### src/hdl/slm_pkg.sv
// ----------------------------------------------------------------------------
// slm_pkg
// Shared types and constants for the sorted list merge unit.
// ----------------------------------------------------------------------------
package slm_pkg;

  localparam int unsigned LIST_DEPTH_DEF  = 32;
  localparam int unsigned VALUE_WIDTH_DEF = 32;
  localparam int unsigned DATA_W          = 32;
  localparam int unsigned POS_W           = 6;
  localparam int unsigned REQ_W           = 2;

  // request codes; code 3 is ignored
  typedef enum logic [REQ_W-1:0] {
    REQ_LOAD_FIRST  = 2'd0,
    REQ_LOAD_SECOND = 2'd1,
    REQ_RUN         = 2'd2
  } req_t;

  typedef struct packed {
    logic [REQ_W-1:0]         req_type;
    logic signed [DATA_W-1:0] value;
  } in_item_t;

  typedef struct packed {
    logic signed [DATA_W-1:0] merged_value;
    logic [POS_W-1:0]         position;
    logic                     last_flag;
  } out_item_t;

  typedef enum logic [1:0] {
    ST_IDLE,
    ST_MERGE,
    ST_SETTLE,
    ST_EMIT
  } state_t;

  // sequencer strobes toward the datapath
  typedef struct packed {
    logic first_we;
    logic second_we;
    logic seq_we;
    logic out_load;
    logic out_last;
  } slm_ctl_t;

endpackage

### src/hdl/slm_ram.sv
// ----------------------------------------------------------------------------
// slm_ram
// Generic single write port RAM with one registered read port.
// ----------------------------------------------------------------------------
module slm_ram #(
  parameter int unsigned WIDTH = 32,
  parameter int unsigned DEPTH = 32,
  localparam int unsigned ADDR_W = (DEPTH > 1) ? $clog2(DEPTH) : 1
) (
  input  logic              clk,
  input  logic              we,
  input  logic [ADDR_W-1:0] waddr,
  input  logic [WIDTH-1:0]  wdata,
  input  logic [ADDR_W-1:0] raddr,
  output logic [WIDTH-1:0]  rdata
);

  logic [WIDTH-1:0] mem [DEPTH];

  always_ff @(posedge clk) begin
    if (we) begin
      mem[waddr] <= wdata;
    end
    rdata <= mem[raddr];
  end

endmodule

### src/hdl/slm_pick.sv
// ----------------------------------------------------------------------------
// slm_pick
// Shared compare/select unit: picks the tail element that goes last.
// ----------------------------------------------------------------------------
module slm_pick #(
  parameter int unsigned VALUE_WIDTH = 32,
  parameter int unsigned CNT_W       = 6
) (
  input  logic [VALUE_WIDTH-1:0] first_val,
  input  logic [VALUE_WIDTH-1:0] second_val,
  input  logic [CNT_W-1:0]       first_left,
  input  logic [CNT_W-1:0]       second_left,
  output logic                   take_second,
  output logic [VALUE_WIDTH-1:0] pick_val
);

  // first list wins ties; once second list is empty, first keeps its order
  always_comb begin
    take_second = (second_left != '0) &&
                  ((first_left == '0) || ($signed(first_val) < $signed(second_val)));
    pick_val    = take_second ? second_val : first_val;
  end

endmodule

### src/hdl/slm_seq.sv
// ----------------------------------------------------------------------------
// slm_seq
// Sequencer: list counts, merge/emit state machine and RAM addressing.
// ----------------------------------------------------------------------------
module slm_seq
  import slm_pkg::*;
#(
  parameter int unsigned LIST_DEPTH = LIST_DEPTH_DEF,
  localparam int unsigned CNT_W     = $clog2(LIST_DEPTH + 1),
  localparam int unsigned IDX_W     = (LIST_DEPTH > 1) ? $clog2(LIST_DEPTH) : 1,
  localparam int unsigned SEQ_IDX_W = $clog2(2 * LIST_DEPTH)
) (
  input  logic                 clk,
  input  logic                 rst_n,
  input  logic                 in_valid,
  output logic                 in_ready,
  input  logic [REQ_W-1:0]     req_type,
  input  logic                 out_free,
  input  logic                 take_second,
  output slm_ctl_t             ctl,
  output logic [IDX_W-1:0]     first_waddr,
  output logic [IDX_W-1:0]     second_waddr,
  output logic [IDX_W-1:0]     first_raddr,
  output logic [IDX_W-1:0]     second_raddr,
  output logic [CNT_W-1:0]     first_left,
  output logic [CNT_W-1:0]     second_left,
  output logic [SEQ_IDX_W-1:0] seq_waddr,
  output logic [SEQ_IDX_W-1:0] seq_raddr,
  output logic [SEQ_IDX_W-1:0] emit_pos
);

  localparam logic [CNT_W-1:0] FULL = CNT_W'(LIST_DEPTH);

  state_t               state_r, state_nxt;
  logic [CNT_W-1:0]     first_cnt_r, first_cnt_nxt;
  logic [CNT_W-1:0]     second_cnt_r, second_cnt_nxt;
  logic [CNT_W-1:0]     m_r, m_nxt;
  logic [CNT_W-1:0]     n_r, n_nxt;
  logic [SEQ_IDX_W-1:0] pos_r, pos_nxt;
  logic [SEQ_IDX_W-1:0] last_pos_r, last_pos_nxt;
  logic                 accept;
  logic [CNT_W:0]       mn_sum;
  logic [CNT_W:0]       mn_dst;
  logic [CNT_W:0]       cnt_sum;
  logic [CNT_W:0]       cnt_last;
  logic [CNT_W-1:0]     m_dec;
  logic [CNT_W-1:0]     n_dec;

  always_ff @(posedge clk) begin
    if (!rst_n) begin
      state_r      <= ST_IDLE;
      first_cnt_r  <= '0;
      second_cnt_r <= '0;
      m_r          <= '0;
      n_r          <= '0;
      pos_r        <= '0;
      last_pos_r   <= '0;
    end else begin
      state_r      <= state_nxt;
      first_cnt_r  <= first_cnt_nxt;
      second_cnt_r <= second_cnt_nxt;
      m_r          <= m_nxt;
      n_r          <= n_nxt;
      pos_r        <= pos_nxt;
      last_pos_r   <= last_pos_nxt;
    end
  end

  always_comb begin
    in_ready       = (state_r == ST_IDLE);
    accept         = in_valid && in_ready;
    mn_sum         = {1'b0, m_r} + {1'b0, n_r};
    mn_dst         = mn_sum - 1'b1;
    cnt_sum        = {1'b0, first_cnt_r} + {1'b0, second_cnt_r};
    cnt_last       = cnt_sum - 1'b1;

    state_nxt      = state_r;
    first_cnt_nxt  = first_cnt_r;
    second_cnt_nxt = second_cnt_r;
    m_nxt          = m_r;
    n_nxt          = n_r;
    pos_nxt        = pos_r;
    last_pos_nxt   = last_pos_r;
    ctl            = '0;

    case (state_r)
      ST_IDLE: begin
        // keep the tail reads primed on the current counts
        m_nxt = first_cnt_r;
        n_nxt = second_cnt_r;
        if (accept) begin
          case (req_type)
            REQ_LOAD_FIRST: begin
              if (first_cnt_r < FULL) begin
                ctl.first_we  = 1'b1;
                first_cnt_nxt = first_cnt_r + 1'b1;
              end
            end
            REQ_LOAD_SECOND: begin
              if (second_cnt_r < FULL) begin
                ctl.second_we  = 1'b1;
                second_cnt_nxt = second_cnt_r + 1'b1;
              end
            end
            REQ_RUN: begin
              first_cnt_nxt  = '0;
              second_cnt_nxt = '0;
              last_pos_nxt   = cnt_last[SEQ_IDX_W-1:0];
              if (cnt_sum != '0) begin
                state_nxt = ST_MERGE;
              end
            end
            default: begin
            end
          endcase
        end
      end
      ST_MERGE: begin
        ctl.seq_we = 1'b1;
        if (take_second) begin
          n_nxt = n_r - 1'b1;
        end else begin
          m_nxt = m_r - 1'b1;
        end
        if (mn_dst == '0) begin
          state_nxt = ST_SETTLE;
          pos_nxt   = '0;
        end
      end
      ST_SETTLE: begin
        state_nxt = ST_EMIT;
      end
      ST_EMIT: begin
        if (out_free) begin
          ctl.out_load = 1'b1;
          ctl.out_last = (pos_r == last_pos_r);
          if (pos_r == last_pos_r) begin
            state_nxt = ST_IDLE;
          end else begin
            pos_nxt = pos_r + 1'b1;
          end
        end
      end
      default: begin
        state_nxt = ST_IDLE;
      end
    endcase

    m_dec        = m_nxt - 1'b1;
    n_dec        = n_nxt - 1'b1;
    first_raddr  = m_dec[IDX_W-1:0];
    second_raddr = n_dec[IDX_W-1:0];
    first_waddr  = first_cnt_r[IDX_W-1:0];
    second_waddr = second_cnt_r[IDX_W-1:0];
    first_left   = m_r;
    second_left  = n_r;
    seq_waddr    = mn_dst[SEQ_IDX_W-1:0];
    seq_raddr    = pos_nxt;
    emit_pos     = pos_r;
  end

endmodule

### src/hdl/sorted_list_merge_unit.sv
// ----------------------------------------------------------------------------
// sorted_list_merge_unit
// Merges two loaded lists of signed values and streams the merged sequence.
// ----------------------------------------------------------------------------
//
//  Channel | Ports                         | Moves
//  --------+-------------------------------+------------------------------------
//  input   | in_valid, in_ready, in_data   | load into first/second list, or run
//  output  | out_valid, out_ready, out_data| one merged element per item
//
//  Flow: a load item leaves in_ready high. A run with m + n elements takes m + n
//  merge steps (one shared compare/select per element, written back to front
//  into the sequence RAM), a settle state for the RAM read, then one result
//  per cycle while out_ready is high; in_ready stays low until the last
//  result is in the output register, and a stalled output holds the pointer.
//  Reset (rst_n low, synchronous) clears counts and sequencer, not list storage.
//
module sorted_list_merge_unit
  import slm_pkg::*;
#(
  parameter int unsigned LIST_DEPTH  = LIST_DEPTH_DEF,
  parameter int unsigned VALUE_WIDTH = VALUE_WIDTH_DEF
) (
  input  logic      clk,
  input  logic      rst_n,
  input  logic      in_valid,
  output logic      in_ready,
  input  in_item_t  in_data,
  output logic      out_valid,
  input  logic      out_ready,
  output out_item_t out_data
);

  localparam int unsigned CNT_W     = $clog2(LIST_DEPTH + 1);
  localparam int unsigned IDX_W     = (LIST_DEPTH > 1) ? $clog2(LIST_DEPTH) : 1;
  localparam int unsigned SEQ_DEPTH = 2 * LIST_DEPTH;
  localparam int unsigned SEQ_IDX_W = $clog2(SEQ_DEPTH);

  slm_ctl_t               ctl;
  logic [IDX_W-1:0]       first_waddr, second_waddr;
  logic [IDX_W-1:0]       first_raddr, second_raddr;
  logic [CNT_W-1:0]       first_left, second_left;
  logic [SEQ_IDX_W-1:0]   seq_waddr, seq_raddr, emit_pos;
  logic [VALUE_WIDTH-1:0] in_val_w;
  logic [VALUE_WIDTH-1:0] first_rd, second_rd, seq_rd;
  logic [VALUE_WIDTH-1:0] pick_val;
  logic                   take_second;
  logic                   out_free;
  logic [DATA_W-1:0]      emit_val;
  logic                   out_valid_r;
  out_item_t              out_data_r;

  // keep the low VALUE_WIDTH bits of the load value (zero above 32 bits)
  always_comb begin
    in_val_w = '0;
    for (int i = 0; i < VALUE_WIDTH; i++) begin
      in_val_w[i] = (i < DATA_W) ? in_data.value[(i < DATA_W) ? i : DATA_W - 1] : 1'b0;
    end
  end

  // sign-extend (or truncate) the stored element back to the output field
  always_comb begin
    emit_val = '0;
    for (int i = 0; i < DATA_W; i++) begin
      emit_val[i] = seq_rd[(i < VALUE_WIDTH) ? i : VALUE_WIDTH - 1];
    end
  end

  slm_seq #(
    .LIST_DEPTH (LIST_DEPTH)
  ) u_seq (
    .clk          (clk),
    .rst_n        (rst_n),
    .in_valid     (in_valid),
    .in_ready     (in_ready),
    .req_type     (in_data.req_type),
    .out_free     (out_free),
    .take_second  (take_second),
    .ctl          (ctl),
    .first_waddr  (first_waddr),
    .second_waddr (second_waddr),
    .first_raddr  (first_raddr),
    .second_raddr (second_raddr),
    .first_left   (first_left),
    .second_left  (second_left),
    .seq_waddr    (seq_waddr),
    .seq_raddr    (seq_raddr),
    .emit_pos     (emit_pos)
  );

  slm_ram #(
    .WIDTH (VALUE_WIDTH),
    .DEPTH (LIST_DEPTH)
  ) u_first_ram (
    .clk   (clk),
    .we    (ctl.first_we),
    .waddr (first_waddr),
    .wdata (in_val_w),
    .raddr (first_raddr),
    .rdata (first_rd)
  );

  slm_ram #(
    .WIDTH (VALUE_WIDTH),
    .DEPTH (LIST_DEPTH)
  ) u_second_ram (
    .clk   (clk),
    .we    (ctl.second_we),
    .waddr (second_waddr),
    .wdata (in_val_w),
    .raddr (second_raddr),
    .rdata (second_rd)
  );

  // one compare/select per merge cycle, shared across the whole run
  slm_pick #(
    .VALUE_WIDTH (VALUE_WIDTH),
    .CNT_W       (CNT_W)
  ) u_pick (
    .first_val   (first_rd),
    .second_val  (second_rd),
    .first_left  (first_left),
    .second_left (second_left),
    .take_second (take_second),
    .pick_val    (pick_val)
  );

  // merged sequence in final order
  slm_ram #(
    .WIDTH (VALUE_WIDTH),
    .DEPTH (SEQ_DEPTH)
  ) u_seq_ram (
    .clk   (clk),
    .we    (ctl.seq_we),
    .waddr (seq_waddr),
    .wdata (pick_val),
    .raddr (seq_raddr),
    .rdata (seq_rd)
  );

  // output register: loads whenever empty or being drained
  assign out_free = !out_valid_r || out_ready;

  always_ff @(posedge clk) begin
    if (!rst_n) begin
      out_valid_r <= 1'b0;
    end else if (ctl.out_load) begin
      out_valid_r <= 1'b1;
    end else if (out_ready) begin
      out_valid_r <= 1'b0;
    end
  end

  always_ff @(posedge clk) begin
    if (ctl.out_load) begin
      out_data_r.merged_value <= emit_val;
      out_data_r.position     <= POS_W'(emit_pos);
      out_data_r.last_flag    <= ctl.out_last;
    end
  end

  assign out_valid = out_valid_r;
  assign out_data  = out_data_r;

endmodule

### config.mk
export PLATFORM = sky130hd
export DESIGN_NAME = sorted_list_merge_unit
export DESIGN_NICKNAME = d
export VERILOG_FILES = /design/src/hdl/slm_pkg.sv /design/src/hdl/slm_ram.sv /design/src/hdl/slm_pick.sv /design/src/hdl/slm_seq.sv /design/src/hdl/sorted_list_merge_unit.sv
export SDC_FILE = /design/constraint.sdc
export NUM_CORES = 2
export LEC_CHECK = 0
export BUFFER_PORTS_ARGS = -buffer_cell sky130_fd_sc_hd__clkbuf_2
export CORE_ASPECT_RATIO = 0.75
export CORE_MARGIN = 2
export CORE_UTILIZATION = 25
export DETAILED_ROUTE_END_ITERATION = 8
export PLACE_DENSITY = 0.47
export SYNTH_ARGS = -nofsm -noshare
export SYNTH_HDL_FRONTEND = slang
export SYNTH_SLANG_ARGS = --single-unit
### constraint.sdc
create_clock -name clk -period 5 [get_ports clk]
set_clock_uncertainty 0.2 [all_clocks]
set_input_delay 0.5 -clock clk [delete_from_list [all_inputs] [get_ports clk]]
set_output_delay 0.5 -clock clk [all_outputs]
set_load 0.01 [all_outputs]
==> results.cfg <==
[sta]
report.final.slew_viol_count = 0
fmax_mhz = 205
fin_crit_sh_pct = 97.8
slew-limit-headroom_pct = 23.1
worst_hold_slack_ps = 81.4
worstMarginPinSlew_ps = 1150
rsz0062_at_grt = yes
finalHoldViolCount = 0
period_minus_slack_ps = 4890
tns_ps = 0
finalSetupViolCount = 0

[cts]
htree_levels = 5
cts_sinks = 4270
cts_buffers = 426
clockBufferDepth = 4
cts_tree = yes
cts_root_buffer = clkbuf_16
clk_pin_slew_ps = 70
clkLatencyLatePin_ps = 1090

[hold_path]
min_path_type = primary input to flip-flop
hp-start = in_data[27]

[critical_path]
endpoint_kind = flip-flop
critPathLaunchType = flip-flop
required_ps = 5780
criticalPathCategory = flip-flop to flip-flop
crit_path_max_fanout = 11
crit_arrival_ps = 5670
reg2reg_from = u_seq.second_left[2]
crit_top_cell = buf_4
crit_chain = inv_2 > ha_1 > inv_1 > ha_1 > a21o_1 > a21oi_2 > buf_4 > nand3b_1 > a2111oi_4 > buf_4 > nor2_1 > buf_4 > o22a_4 > buf_12 > buf_4 > and3_1 > a31oi_2 > o22ai_2 > buf_4 > nor4_2 > buf_4 > nor2_1 > o21ai_2
cp_slowest_cell = a2111oi_4
slowest_delay_ps = 440
crit_path_start = u_seq.second_left[2]

[drt]
vias = 95270
drc = 0
wirelength_mm = 519
wl_per_cell_microns = 25.5
detail_route.first_pass.iterations = 7
drt_iter0_markers = 11343
avgViaCountPerCell = 4.68
final_antenna_net_count = 0

[flow_run]
max_cap_violations = 0

[layout]
num-fill-cells = 65015
fin_util_pct = 30.6
drive_gt1_share_pct = 23.9
fin_nets = 11248
syn2layout_area_growth_pct = 22.2
final_cell_area_sq_um = 203000

[status]
status = completed

[placement]
gp_congestion = 0.782
dp_hpwl_mm = 310
placedInstanceArea_sq_um = 187000
portBuffers = 78

[global_route]
antenna_found_initial = 45
grt_pass1_wl_mm = 726
grt_pass1_vias = 93092
grt_util_all_layers_pct = 14.8
overflow = 0
grt_max_degree = 65

[floorplan]
ios = 79
die_w_microns = 945
initial_utilization_pct = 25.1
design.die.area_sq_um = 671000
rows = 259
core_sq_um = 663000
fp.dieH_microns = 710

[synthesis]
yosys_warnings = 0
ys.flop_type = edfxtp_1
synth-simple-area-share_pct = 8.51
async_flop_share_pct = 0
synthCells = 10108
synth_nets = 10214
syn_area_sq_um = 166000
ys_seq_elements = 4270
ys_seq_area_share_pct = 76.4
synthDistinctLibCells = 92
synth-compound-area-share_pct = 4.16
synth_top_family_by_area = simple AND/OR/NAND/NOR gates
avgSynthCellArea_sq_um = 16.4
synthMuxAreaShare_pct = 8.49
synth_xor_area_share_pct = 0.220
synthAdderAreaFrac_pct = 0.521
synth_edf_count = 4135

[power_and_ir_drop]
total_power_uw = 108000
power_density_nw_per_um2 = 531
peakVddDrop_v = 0.000817
p_leak_uw = 0.0670
[report_power, final]
group | switching (uW) | total [uW] | leakage [uW] | internal [uW]
Clock | 14200 | 31500 | 0.00654 | 17300
Combinational | 18800 | 31200 | 0.0222 | 12400
Sequential | 587 | 45100 | 0.0382 | 44500
[layout make-up]
class	count	area, sq um	area share, %
sequential	4270	127000	62.5
multi-input combinational	5170	38500	19.0
timing repair buffer	1201	12600	6.22
clock buffer	562	11400	5.64
tap	8874	11100	5.47
clock inverter	217	2000	0.987
inverter	73	289	0.142
antenna	11	27.5	0.0136
[Yosys cell counts, drive strengths merged, types with 69 or more instances]
cell type     n  area (sq um)
a211oi       74           566
o22ai        97           607
nand2      2104          7910
edfxtp     4135        124000
o21ai        78           394
a31oi       134           838
inv          73           274
dfxtp       135          2700
clkbuf      426          1600
mux2        100          1130
nor2        222           841
mux2i        70           701
and3        136           851
buf         169           962
mux4        545         12300
nor4         69           453
a21oi       373          1880
nand3       689          3450
[repair_timing]
action / CTS / global route
buffers inserted: 0 / 32
resized for setup: 36 / 178
endpoints found under the setup margin: 53 / 90
hold buffers: 26 / 0
gates cloned: 0 / 12
pin swaps: 0 / 31
hold endpoints to repair: 589 / 0
[stage by stage]
| stage | std cells | setup slack, ps |
|---|---|---|
| finish | 20378 | 111 |
| global route | 20370 | -17.5 |
| CTS | 20323 | 0.545 |
| detailed placement | 19518 | -640 |
| global placement | 19517 | -1010 |
| floorplan | 10108 | -47.1 |
[worst max-delay path: cells and delay by family, from the launching register on]
kind / cells / cell delay, ps
flip-flops: 1 / 370
AO/OA/AOI/OAI: 7 / 1600
AND/OR/NAND/NOR: 5 / 700
buffers and inverters: 9 / 1360
adder cells (fa/ha/maj): 2 / 590
[flip-flops by register name, summed over array words and instances (netlist names)]
name / cells
u_first_ram.mem: 1024
u_seq.last_pos_r: 6
u_seq.second_left: 6
u_seq.first_cnt_r: 6
u_seq_ram.mem: 2048
u_seq.state_r: 2
u_seq_ram.rdata: 32
out_data: 39
u_second_ram.mem: 1024
u_seq.emit_pos: 6
u_seq.first_left: 6
u_seq.second_cnt_r: 6
u_second_ram.rdata: 32
u_first_ram.rdata: 32
out_valid: 1
[per-layer routing]
layer | up-vias | global-route usage, % | routed length (microns)
met3 | 598 | 2.12 | 35100
met2 | 3260 | 21.8 | 221000
met4 | 14 | 2.90 | 10600
met1 | 50121 | 23.3 | 252000
met5 | - | 0 | 92
li1 | 41277 | - | -
[final timing paths]
kind / to / slack [ps] / cells after the start
setup / recovery: u_seq_ram.rdata[0] / 110 / 23
hold / removal: u_first_ram.mem[29][27] / 80 / 1
setup reg to reg: u_seq_ram.rdata[0] / 110 / 23
hold reg to reg: out_data[15] / 200 / 0
[cell families (layout without fill, tap and decap cells)]
kind of cell | after synthesis | count (layout)
buffers and inverters | 668 | 2053
xor gates and xnor gates | 40 | 40
DFF | 4270 | 4270
and+or+nand+nor | 3312 | 3312
other | 0 | 11
muxes | 715 | 715
adders and majority gates | 68 | 68
AOI/OAI and AO/OA | 1035 | 1035
[cell usage in the layout (no fill, tap or decap), drive strengths merged, types with 12 or more instances in the layout]
cell type    instances
xnor2               21
a31oi              134
nand2             2104
a32oi               64
dfxtp              135
nor2               222
inv                 82
a211oi              74
clkinv             177
nor4                69
o21ai               78
a21oi              373
nand4               17
o22ai               97
o22a                32
o221ai              35
bufinv              23
a22oi               38
mux2               100
nand3              689
xor2                19
ha                  66
and2                15
a221oi              34
clkbuf             646
mux2i               70
buf               1091
edfxtp            4135
dlygate4sd3         26
a221o               32
mux4               545
and3               136
nor2b               12
(Power assumes the default switching activity.)
